$ cat config.mk
export PLATFORM = sky130hd
export DESIGN_NAME = bpct_ctrl
export DESIGN_NICKNAME = d
export VERILOG_FILES = /design/src/bpct_pkg.sv /design/src/bpct_ctrl.sv
export SDC_FILE = /design/constraint.sdc
export NUM_CORES = 1
export LEC_CHECK = 0
export ABC_AREA = 1
export BUFFER_PORTS_ARGS = -buffer_cell sky130_fd_sc_hd__buf_4
export CAP_MARGIN = 15
export CORE_AREA = 3 3 40 42
export DETAILED_ROUTE_END_ITERATION = 10
export DIE_AREA = 0 0 43 45
export GPL_TIMING_DRIVEN = 0
export SLEW_MARGIN = 5
export SYNTH_ARGS = -nofsm -noshare
export SYNTH_HDL_FRONTEND = slang
export SYNTH_SLANG_ARGS = --single-unit
export TNS_END_PERCENT = 50
$ cat constraint.sdc
create_clock -name i_clk -period 1.2 [get_ports i_clk]
set_input_delay 0.24 -clock i_clk [delete_from_list [all_inputs] [get_ports i_clk]]
set_output_delay 0.24 -clock i_clk [all_outputs]
set_load 0.01 [all_outputs]
$ cat src/bpct_pkg.sv
// Package for the binary prefix-code trie: codes, defaults and the
// command/status bundles shared by the controller and the datapath.
// No dependencies.
package bpct_pkg;

    localparam int NODE_COUNT_DEF = 256;
    localparam int MAX_PREFIX_DEF = 16;

    localparam int CFG_IDX_W = 2;

    localparam logic [CFG_IDX_W-1:0] REG_LEFT_CHAR  = 2'd0;
    localparam logic [CFG_IDX_W-1:0] REG_RIGHT_CHAR = 2'd1;

    localparam logic [7:0] LEFT_CHAR_RST  = 8'd48;
    localparam logic [7:0] RIGHT_CHAR_RST = 8'd49;
    localparam logic [7:0] EMPTY_SYMBOL   = 8'd32;

    localparam logic [1:0] MODE_INSERT = 2'd0;
    localparam logic [1:0] MODE_LOOKUP = 2'd1;
    localparam logic [1:0] MODE_CLEAR  = 2'd2;
    localparam logic [1:0] MODE_UNUSED = 2'd3;

    localparam logic [2:0] ST_OK        = 3'd0;
    localparam logic [2:0] ST_NOT_FOUND = 3'd1;
    localparam logic [2:0] ST_EMPTY     = 3'd2;
    localparam logic [2:0] ST_TOO_LONG  = 3'd3;
    localparam logic [2:0] ST_POOL_FULL = 3'd4;

    typedef struct packed {
        logic capture;
        logic eval;
        logic alloc;
    } t_dp_cmd;

    typedef struct packed {
        logic in_needs_result;
        logic has_result;
        logic alloc_req;
    } t_dp_status;

endpackage

$ cat src/bpct_ctrl.sv
// Controller of the prefix-code trie: item sequencing and output valid.
// Depends on bpct_pkg.
module bpct_ctrl (
    input  logic                 i_clk,
    input  logic                 i_rst_n,
    input  logic                 i_in_valid,
    output logic                 o_in_ready,
    output logic                 o_out_valid,
    input  logic                 i_out_ready,
    input  bpct_pkg::t_dp_status i_stat,
    output bpct_pkg::t_dp_cmd    o_cmd
);
    import bpct_pkg::*;

    localparam logic [1:0] S_IDLE  = 2'd0;
    localparam logic [1:0] S_EVAL  = 2'd1;
    localparam logic [1:0] S_ALLOC = 2'd2;

    logic [1:0] r_state;
    logic [1:0] n_state;
    logic       r_out_valid;
    logic       n_out_valid;

    assign o_in_ready = (r_state == S_IDLE) &&
                        (!r_out_valid || i_out_ready || !i_stat.in_needs_result);

    assign o_cmd.capture = i_in_valid && o_in_ready;
    assign o_cmd.eval    = (r_state == S_EVAL);
    assign o_cmd.alloc   = (r_state == S_ALLOC);

    always_comb begin
        n_state = r_state;
        unique case (r_state)
            S_IDLE: begin
                if (o_cmd.capture) begin
                    n_state = S_EVAL;
                end
            end
            S_EVAL: begin
                n_state = i_stat.alloc_req ? S_ALLOC : S_IDLE;
            end
            S_ALLOC: begin
                n_state = S_IDLE;
            end
            default: begin
                n_state = S_IDLE;
            end
        endcase
    end

    always_comb begin
        n_out_valid = r_out_valid;
        if (o_cmd.eval && i_stat.has_result) begin
            n_out_valid = 1'b1;
        end else if (i_out_ready) begin
            n_out_valid = 1'b0;
        end
    end

    always_ff @(posedge i_clk) begin
        if (!i_rst_n) begin
            r_state     <= S_IDLE;
            r_out_valid <= 1'b0;
        end else begin
            r_state     <= n_state;
            r_out_valid <= n_out_valid;
        end
    end

    assign o_out_valid = r_out_valid;

endmodule

=== Yosys cells after proc, flatten, opt, wreduce, memory -nomap -nowiden ===
Index checks and enable logic that the tools add are counted.

* Flip-flop bits (word level): 3
* Logic and storage cells: 19

* Eq/ne operators: 3
* Muxes and demuxes: 5
* Reduce and logical (&&, ||, !) cells: 9

{| class="wikitable"
|+ Operators by type and width
! operator !! number
|-
| 2-bit two-way mux || 2
|-
| 2-bit case mux with 2 select lines || 1
|-
| 1-bit logical AND || 3
|-
| 2-bit by 1-bit equality test with 1-bit output (second input constant) || 1
|-
| 2-bit equality test (second input constant) || 1
|-
| 1-bit logical NOT || 2
|-
| 2-bit logical NOT || 1
|-
| 1-bit logical OR || 2
|-
| 1-bit two-way mux || 2
|-
| 2-bit inequality test (second input constant) || 1
|-
| 2-bit nonzero test || 1
|}

=== Longest topological paths before layout ===
Gate-level depths: netlist of the first run.

* Depth in word-level cells: 7
* Mapped depth: 4
* Gate-level depth less buffers: 4

=== Least setup slack after synthesis of the first run ===
Ideal clock, no wire load.

* Path kind: register -> output
* Start: register r_out_valid (netlist: o_out_valid)
* End: output port o_cmd[2] (netlist name)
* Arrival: 0.626 ns
* Slack: 0.334 ns
* Stages on the path, launching flop included: 4
* Path buffers: 0
* Cells stage by stage: dfxtp_1 > nand3_2 > nand3_2 > inv_1

{| class="wikitable"
|+ RTL lines
! what !! RTL line !! text
|-
| start: declaration || bpct_ctrl.sv:21 || <nowiki>logic r_out_valid;</nowiki>
|-
| start signal: assignment || bpct_ctrl.sv:66 || <nowiki>r_out_valid <= n_out_valid;</nowiki>
|-
| end: declaration || bpct_ctrl.sv:11 || <nowiki>output bpct_pkg::t_dp_cmd o_cmd</nowiki>
|}

==> results of run 1 <==
[routing by layer]
layer  vias to the layer above  track usage [%]  part of all wire, %
met5                         -                0                    0
met2                         8             8.38                   50
met1                        76             2.64                   32
met3                         0             5.18                   17
met4                         0             7.23                    0
li1                         91                -                    -
[stage by stage]
stage	instance area, um^2	TNS (ns)	power [mW]
floorplan	148	0	0.133
global placement	249	0	0.166
detailed placement	249	0	0.166
CTS	282	0	0.354
global route	284	-0.0266	0.366
finish	284	0	0.345
[sequential cells by signal (all words and copies together) (netlist names)]
signal       cells
r_state          2
o_out_valid      1
[worst max path at each step]
stage               end  slack, ns  depth (start not counted)
5_1_grt        o_cmd[2]      -0.03                          4
3_5_place_dp   o_cmd[2]       0.21                          6
2_1_floorplan  o_cmd[2]       0.33                          3
6_report       o_cmd[2]       0.03                          4
4_1_cts        o_cmd[2]      0.003                          4
3_3_place_gp   o_cmd[2]       0.21                          6
[cell families (layout without fill, tap and decap cells)]
| logic type | Yosys count | count (layout) | share of synthesized area (%) |
|---|---|---|---|
| flops | 3 | 3 | 40.7 |
| simple gates | 11 | 11 | 40.7 |
| compound gates | 1 | 1 | 3.39 |
| buf+inv | 6 | 21 | 15.3 |
[power groups by stage]
stage / logic, mW / clock network, mW / registers (mW)
after floorplan: 0.0228 / 0 / 0.110
after global placement: 0.0558 / 0 / 0.110
after detailed placement: 0.0563 / 0 / 0.110
after CTS: 0.0581 / 0.186 / 0.110
after global routing: 0.0644 / 0.191 / 0.111
final: 0.0576 / 0.177 / 0.110
[cell type report]
cell class,instances,share of cell area (%)
clock buffers,4,9.25
inverters,6,7.93
multi-input cells,12,24.7
flip-flops and latches,3,22.5
well taps,15,6.61
repair buffers,11,29.1
[cell usage after synthesis]
| master | instances |
|---|---|
| inv_1 | 6 |
| dfxtp_1 | 3 |
| nand3_1 | 1 |
| nor2_1 | 2 |
| nor2_2 | 2 |
| nand3_2 | 2 |
| a21oi_1 | 1 |
| nand2_1 | 4 |
[critical path, stage by stage, from the launching register on]
cell	delay, ns
dfxtp_2	0.33
nor2_4	0.11
nand3_2	0.09
inv_2	0.05
buf_4	0.10
[layout by cell type (no fill, tap or decap)]
cell,Yosys,layout
nor2_2,2,1
a21oi_1,1,1
dfxtp_2,0,3
inv_2,0,1
buf_4,0,11
nor2_1,2,2
nor2_4,0,1
inv_1,6,5
clkbuf_4,0,3
clkbuf_1,0,1
nand2_1,4,4
nand3_1,1,1
nand3_2,2,2
[timing repair]
| action | 4_1_cts | 5_1_grt |
|---|---|---|
| endpoints found under the hold margin | 0 | 0 |
| gates resized for setup | 2 | 3 |
| pin swaps | 1 | 1 |
| endpoints found under the setup margin | 1 | 3 |
==> results.yml, run 1 <==
outcome:
  status: "finished clean"
pwr:
  ir_worst_vdd_mv: 0.236
  p_clk_share_pct: 51.4
  leakagePower_nw: 0.152
  p_sw_mw: 0.0824
  p_int_mw: 0.263
  p_comb_share_pct: 16.7
  power_frac_seq_pct: 32.0
  p_sw_share_pct: 23.9
  cellPowerDensity_nw_per_um2: 1220
clocking:
  ctsHoldBuffers: 0
  insertion_delay_ns: 0.23
  clk_pin_slew_worst_paths_ns: 0.04
  cts.sinks: 3
  cts_buffers: 3
  clockBufferDepth: 2
  cts_root_buffer: "clkbuf_4"
  cts_tree: "yes"
  htreeDepth: 1
  post-cts-setup-buffer-count: 0
timing:
  slew_violations: 0
  fin_crit_ns: 1.17
  hold_violations: 0
  setup_slack_ns: 0.0331
  rsz0062_at_grt: "yes"
  skew_ns: 0.000403
  setup_viol: 0
  fmax_ghz: 0.857
  maxSlewHeadroom_pct: 93.1
  timing.hold.ws_ns: 0.235
  fin_crit_sh_pct: 97.2
  worst_pin_slew_ns: 0.104
min_path:
  whs_path_depth: 3
  worstHoldStart: "i_stat[0]"
  hold_path_class: "in2reg"
  hold_path_end: "r_state[1]"
routing:
  drc: 0
  first_iter_violations: 0
  drtAntennaViolNets: 0
  drt-total-wl_um: 395
  wl_per_cell_um: 7.75
  drt_pass1_iterations: 1
  viasPerCell: 3.43
  vias: 175
finish:
  post-route-util_pct: 22.1
  antenna_cells: 0
  multi_input_area_um2: 70.1
  final_cell_count_no_fill: 51
  register_area_um2: 63.8
  syn_to_final_growth_pct: 92.4
  drive_above_1_share_pct: 61.1
  nets: 44
  fill_cells: 154
place:
  dp_hpwl_um: 294
  port-buffer-count: 11
  dp_slack_ns: 0.208
  gp_congestion: 0.699
  dp_cells: 47
yosys:
  ys_ff_latch: 3
  synthesis.area_um2: 148
  yosys_warnings: 0
  ys_top_cells_by_area: "dfxtp_1, inv_1, nand3_2"
  yosysTopAreaCell: "dfxtp_1"
  synth_cells: 21
  avgSynthCellArea_um2: 7.03
  synth_nets: 28
  yosysSeqAreaShare_pct: 40.7
  synth_top_area_share_pct: 40.7
  yosys.cell_types.count: 8
worst_setup_path:
  r2r_cells: 3
  arrival_ns: 0.93
  rr_endpoint: "r_state[0]"
  critPathLaunchType: "flip-flop"
  cp_max_fo: 4
  crit_type: "reg2out"
  crit_required_ns: 0.96
  end_kind: "output port"
  r2r_start: "r_state[0]"
  r2r_slack_ns: 0.51
  cp-startpoint: "r_state[0]"
global_route:
  antenna_found_initial: 0
  grt_pass1_vias: 190
  grt_pass1_wl_um: 648
  grt_overflow: 0
  grt_max_degree: 5
  grtUsageTotal_pct: 5.32
floorplan:
  die_x_um: 43
  die_area_um2: 1940
  rows: 13
  pin_count: 12
  die_h_um: 45
  core-area_um2: 1280
  start_util_pct: 11.5
run:
  maxCapViolCount: 0
(Power assumes the default switching activity.)
==> run 2: changes to the inputs <==
--- a/config.mk
+++ b/config.mk
@@ -5,12 +5,12 @@
 export SDC_FILE = /design/constraint.sdc
 export NUM_CORES = 1
 export LEC_CHECK = 0
-export ABC_AREA = 1
-export BUFFER_PORTS_ARGS = -buffer_cell sky130_fd_sc_hd__buf_4
+export BUFFER_PORTS_ARGS = -buffer_cell sky130_fd_sc_hd__buf_2
 export CAP_MARGIN = 15
 export CORE_AREA = 3 3 40 42
 export DETAILED_ROUTE_END_ITERATION = 10
 export DIE_AREA = 0 0 43 45
+export GPL_ROUTABILITY_DRIVEN = 1
 export GPL_TIMING_DRIVEN = 0
 export SLEW_MARGIN = 5
 export SYNTH_ARGS = -nofsm -noshare
==> results.yml, run 2 <==
finish:
  drive_above_1_share_pct: 83.3
  fin_area_um2: 285
  mostFrequentLayoutCells: "buf_2, clkbuf_4, dfxtp_2, buf_4"
  register_area_um2: 66.3
  final_common_cell: "buf_2"
  syn_to_final_growth_pct: 88.4
  antenna_cells: 0
  fill_cells: 142
  top_register: "r_state"
  largest_reg_flops: 2
  nets: 38
  multi_input_area_um2: 97.6
pwr:
  p_sw_share_pct: 22.9
  p_clk_share_pct: 52.8
  p_int_mw: 0.257
  cellPowerDensity_nw_per_um2: 1170
  power_frac_seq_pct: 33.2
  power_mw: 0.333
  p_sw_mw: 0.0764
  p_comb_share_pct: 14.0
  ir_worst_vdd_mv: 0.540
  leakagePower_nw: 0.146
yosys:
  synth_top_family_by_area: "simple AND/OR/NAND/NOR gates"
  synthesis.area_um2: 151
  synth_nets: 20
  ys_top_cells_by_area: "dfxtp_1, and3b_1, nor4b_2"
  ys_async_sr_fraction_pct: 0
  synthAdderAreaFrac_pct: 0
  yosysSeqAreaShare_pct: 39.7
  synth_cells: 13
  synth_common_cells: "dfxtp_1, and3b_1"
  yosys_warnings: 0
  yosys.area_share.simple_pct: 54.5
  avgSynthCellArea_um2: 11.6
  synth_flop_cell: "dfxtp_1"
  synth-edff-count: 0
  synth_xor_area_share_pct: 0
  yosysTopAreaCell: "dfxtp_1"
  yosys.cell_types.count: 10
  synth_mux_area_share_pct: 0
  synth_compound_area_share_pct: 5.79
  ys_ff_latch: 3
  yosysMostFrequentCell: "dfxtp_1"
  synth_top_area_share_pct: 39.7
routing:
  vias: 168
  drt_pass1_iterations: 2
  first_iter_violations: 1
  drtAntennaViolNets: 0
  drt-total-wl_um: 459
  viasPerCell: 3.73
  wl_per_cell_um: 10.2
  drc: 0
clocking:
  clockBufferDepth: 2
  cts_root_buffer: "clkbuf_4"
  htreeDepth: 1
  clk_pin_slew_worst_paths_ns: 0.04
  cts_tree: "yes"
  insertion_delay_ns: 0.23
  cts.sinks: 3
  cts_buffers: 3
worst_setup_path:
  crit_required_ns: 0.96
  critPathLaunchType: "flip-flop"
  crit_type: "reg2out"
  rr_endpoint: "r_state[0]"
  r2r_cells: 3
  r2r_slack_ns: 0.23
  crit_chain: "and3b_2, nor4b_2, buf_2"
  cp_max_fo: 3
  crit_family: "simple AND/OR/NAND/NOR gates"
  critPathMaxStageDelay_ns: 0.31
  end_kind: "output port"
  cp_num_buf_inv: 1
  slowest_stage: "dfxtp_2"
  r2r_start: "o_out_valid"
  arrival_ns: 1.16
run:
  maxCapViolCount: 0
floorplan:
  die_area_um2: 1940
  die_x_um: 43
  start_util_pct: 11.8
  die_h_um: 45
  rows: 13
  core-area_um2: 1280
  pin_count: 12
outcome:
  status: "finished with violations"
  violations: "setup timing"
global_route:
  grt_overflow: 0
  antenna_found_initial: 0
  grtUsageTotal_pct: 5.57
  grt_max_degree: 6
  grt_pass1_vias: 159
  grt_pass1_wl_um: 717
place:
  port-buffer-count: 11
  placed_cell_area_um2: 225
  gp_congestion: 0.707
timing:
  worst_pin_slew_ns: 0.191
  rsz0062_at_grt: "yes"
  slew_violations: 0
  setup_viol: 2
  fmax_ghz: 0.714
  fin_crit_sh_pct: 117
  fin_crit_ns: 1.40
  timing.hold.ws_ns: 0.234
  setup_slack_ns: -0.200
  hold_violations: 0
  skew_ns: 0.000303
  maxSlewHeadroom_pct: 87.2
min_path:
  whs_path_depth: 2
  hold_path_end: "r_state[1]"
  hold_path_class: "in2reg"
  worstHoldStart: "i_stat[0]"
run 2: power by group through the flow:
stage / Combinational, mW / Sequential [mW] / Clock [mW]
floorplan: 0.0205 / 0.111 / 0
global placement: 0.0424 / 0.112 / 0
detailed placement: 0.0427 / 0.112 / 0
CTS: 0.0430 / 0.111 / 0.184
global route: 0.0518 / 0.111 / 0.196
finish: 0.0465 / 0.111 / 0.176
run 2: per-layer routing:
metal | track usage (%) | part of all wire (%) | wire length [um] | vias up
met2 | 5.99 | 32 | 149 | 14
met3 | 7.97 | 22 | 100 | 0
li1 | - | - | - | 83
met4 | 1.81 | 0 | 0 | 0
met5 | 0 | 0 | 0 | -
met1 | 5.76 | 46 | 209 | 71
run 2: cell type report:
class,instances,share of cell area (%)
Timing Repair Buffer,13,26.8
Tap cell,15,6.58
Clock buffer,4,9.21
Multi-Input combinational cell,10,34.2
Sequential cell,3,23.2
run 2: worst max path at each step:
stage                startpoint        to  slack, ns  cells past startpoint
finish              o_out_valid  o_cmd[2]      -0.20                      3
global route        o_out_valid  o_cmd[2]      -0.27                      3
CTS                 o_out_valid  o_cmd[2]      -0.19                      3
global placement    i_out_ready  o_cmd[2]       0.06                      4
detailed placement  i_out_ready  o_cmd[2]       0.05                      4
floorplan           o_out_valid  o_cmd[2]       0.11                      2
run 2: logic make-up after synthesis:
| logic type | count (synthesis) |
|---|---|
| AND/OR/NAND/NOR | 9 |
| flip-flops | 3 |
| AO/OA/AOI/OAI | 1 |
run 2: through the flow:
step	setup slack, ns	setup TNS, ns	std cells	utilization [%]
after floorplan	0.106	0	13	-
after global placement	0.0622	0	39	17.5
after detailed placement	0.0455	0	39	17.5
after CTS	-0.194	-0.317	43	19.8
after global routing	-0.273	-0.463	45	22.2
final	-0.200	-0.326	45	22.2
run 2: repair_timing:
action                                  CTS  global route
endpoints found under the setup margin    4             4
cloned                                    0             0
endpoints found under the hold margin     0             0
hold buffers                              0             0
gates resized for setup                   2             5
pin swaps                                 0             1
buffers inserted                          0             2
==> run 3: changes to the inputs <==
--- a/config.mk
+++ b/config.mk
@@ -5,6 +5,7 @@
 export SDC_FILE = /design/constraint.sdc
 export NUM_CORES = 1
 export LEC_CHECK = 0
+export ABC_AREA = 1
 export BUFFER_PORTS_ARGS = -buffer_cell sky130_fd_sc_hd__buf_2
 export CAP_MARGIN = 15
 export CORE_AREA = 3 3 40 42
==> results.yml, run 3 (synthesis results as in run 1) <==
clocking:
  ctsHoldBuffers: 0
  cts_root_buffer: "clkbuf_4"
  clockBufferDepth: 2
  clk_pin_slew_worst_paths_ns: 0.04
  cts_buffers: 3
  htreeDepth: 1
  insertion_delay_ns: 0.23
  cts.sinks: 3
  cts_tree: "yes"
min_path:
  whs_path_depth: 3
  worstHoldStart: "i_stat[0]"
  hold_path_class: "in2reg"
  hold_path_end: "r_state[1]"
floorplan:
  start_util_pct: 11.5
  die_area_um2: 1940
  die_x_um: 43
  die_h_um: 45
  core-area_um2: 1280
  pin_count: 12
  rows: 13
routing:
  drc: 0
  drt-total-wl_um: 413
  viasPerCell: 3.31
  wl_per_cell_um: 7.94
  first_iter_violations: 5
  drt_pass1_iterations: 4
  vias: 172
  drtAntennaViolNets: 0
timing:
  fmax_ghz: 0.867
  final.setup.tns_ns: 0
  worst_pin_slew_ns: 0.115
  hold_violations: 0
  fin_crit_ns: 1.15
  setup_slack_ns: 0.0470
  rsz0062_at_grt: "yes"
  fin_crit_sh_pct: 96.1
  slew_violations: 0
  maxSlewHeadroom_pct: 92.4
  skew_ns: 0.000131
  setup_viol: 0
outcome:
  status: "finished clean"
finish:
  mostFrequentLayoutCells: "buf_2, inv_1, nand2_1"
  nets: 45
  top_register: "r_state"
  multi_input_area_um2: 70.1
  fill_cells: 159
  register_area_um2: 63.8
  largest_reg_flops: 2
  final_common_cell: "buf_2"
  final_cell_count_no_fill: 52
  antenna_cells: 0
  syn_to_final_growth_pct: 78.8
  drive_above_1_share_pct: 59.5
global_route:
  antenna_found_initial: 0
  grt_max_degree: 5
  grt_overflow: 0
  grtUsageTotal_pct: 5.07
  grt_pass1_vias: 158
  grt_pass1_wl_um: 607
place:
  dp_cells: 47
  gp_congestion: 0.681
  dp_slack_ns: 0.232
  dp_hpwl_um: 294
  port-buffer-count: 11
worst_setup_path:
  end_kind: "output port"
  crit_type: "reg2out"
  crit_required_ns: 0.96
  critPathLaunchType: "flip-flop"
  r2r_cells: 4
  cp_max_fo: 2
  r2r_slack_ns: 0.42
  r2r_start: "r_state[1]"
  arrival_ns: 0.91
  rr_endpoint: "r_state[0]"
pwr:
  power_mw: 0.335
  ir_worst_vdd_mv: 0.228
  leakagePower_nw: 0.151
  cellPowerDensity_nw_per_um2: 1270
run:
  maxCapViolCount: 0
==> run 3: layout make-up <==
| cell class | count | share of cell area [%] |
|---|---|---|
| Inverter | 6 | 8.53 |
| Sequential cell | 3 | 24.2 |
| Clock buffer | 4 | 9.95 |
| Timing Repair Buffer | 12 | 23.7 |
| Multi-Input combinational cell | 12 | 26.5 |
| Tap cell | 15 | 7.11 |
==> run 3: repair_timing <==
item	in CTS	in global routing
endpoints found under the hold margin	0	0
pin swaps	1	2
buffers inserted	0	1
gates resized for setup	2	2
endpoints found under the setup margin	1	2
==> run 3: where the power goes <==
part           switching, mW  internal, mW  total [mW]
combinational         0.0245        0.0249      0.0494
clock                 0.0500         0.124       0.174
sequential           0.00526         0.106       0.111
total                 0.0798         0.255       0.335
==> run 3: metrics by stage <==
stage / hold WS [ns] / area, um^2 / util, %
floorplan: 0.359 / 148 / -
global placement: 0.474 / 221 / 17.2
detailed placement: 0.474 / 221 / 17.2
CTS: 0.227 / 254 / 19.8
global route: 0.246 / 264 / 20.5
finish: 0.228 / 264 / 20.5
==> run 3: worst max path at each step <==
stage          cells after the start   startpoint  slack (ns)       end
3_5_place_dp                       6  i_out_ready        0.23  o_cmd[2]
2_1_floorplan                      3  o_out_valid        0.33  o_cmd[2]
5_1_grt                            4   r_state[1]       -0.02  o_cmd[2]
3_3_place_gp                       6  i_out_ready        0.23  o_cmd[2]
4_1_cts                            4   r_state[0]       0.007  o_cmd[2]
6_report                           4   r_state[1]        0.05  o_cmd[2]
==> run 3: per-layer routing <==
| metal | GRT usage (%) | up-vias | wire, um | part of all wire [%] |
|---|---|---|---|---|
| met5 | 0 | - | 0 | 0 |
| met3 | 5.18 | 0 | 55 | 13 |
| met2 | 6.89 | 8 | 207 | 50 |
| met1 | 3.85 | 72 | 150 | 36 |
| li1 | - | 92 | - | - |
| met4 | 5.42 | 0 | 0 | 0 |
==> run 3: worst max-delay path: stages (launching register included) <==
cell and delay, ns:
dfxtp_2 0.33, nor2_4 0.12, nand3_2 0.08, inv_1 0.05
buf_2 0.12
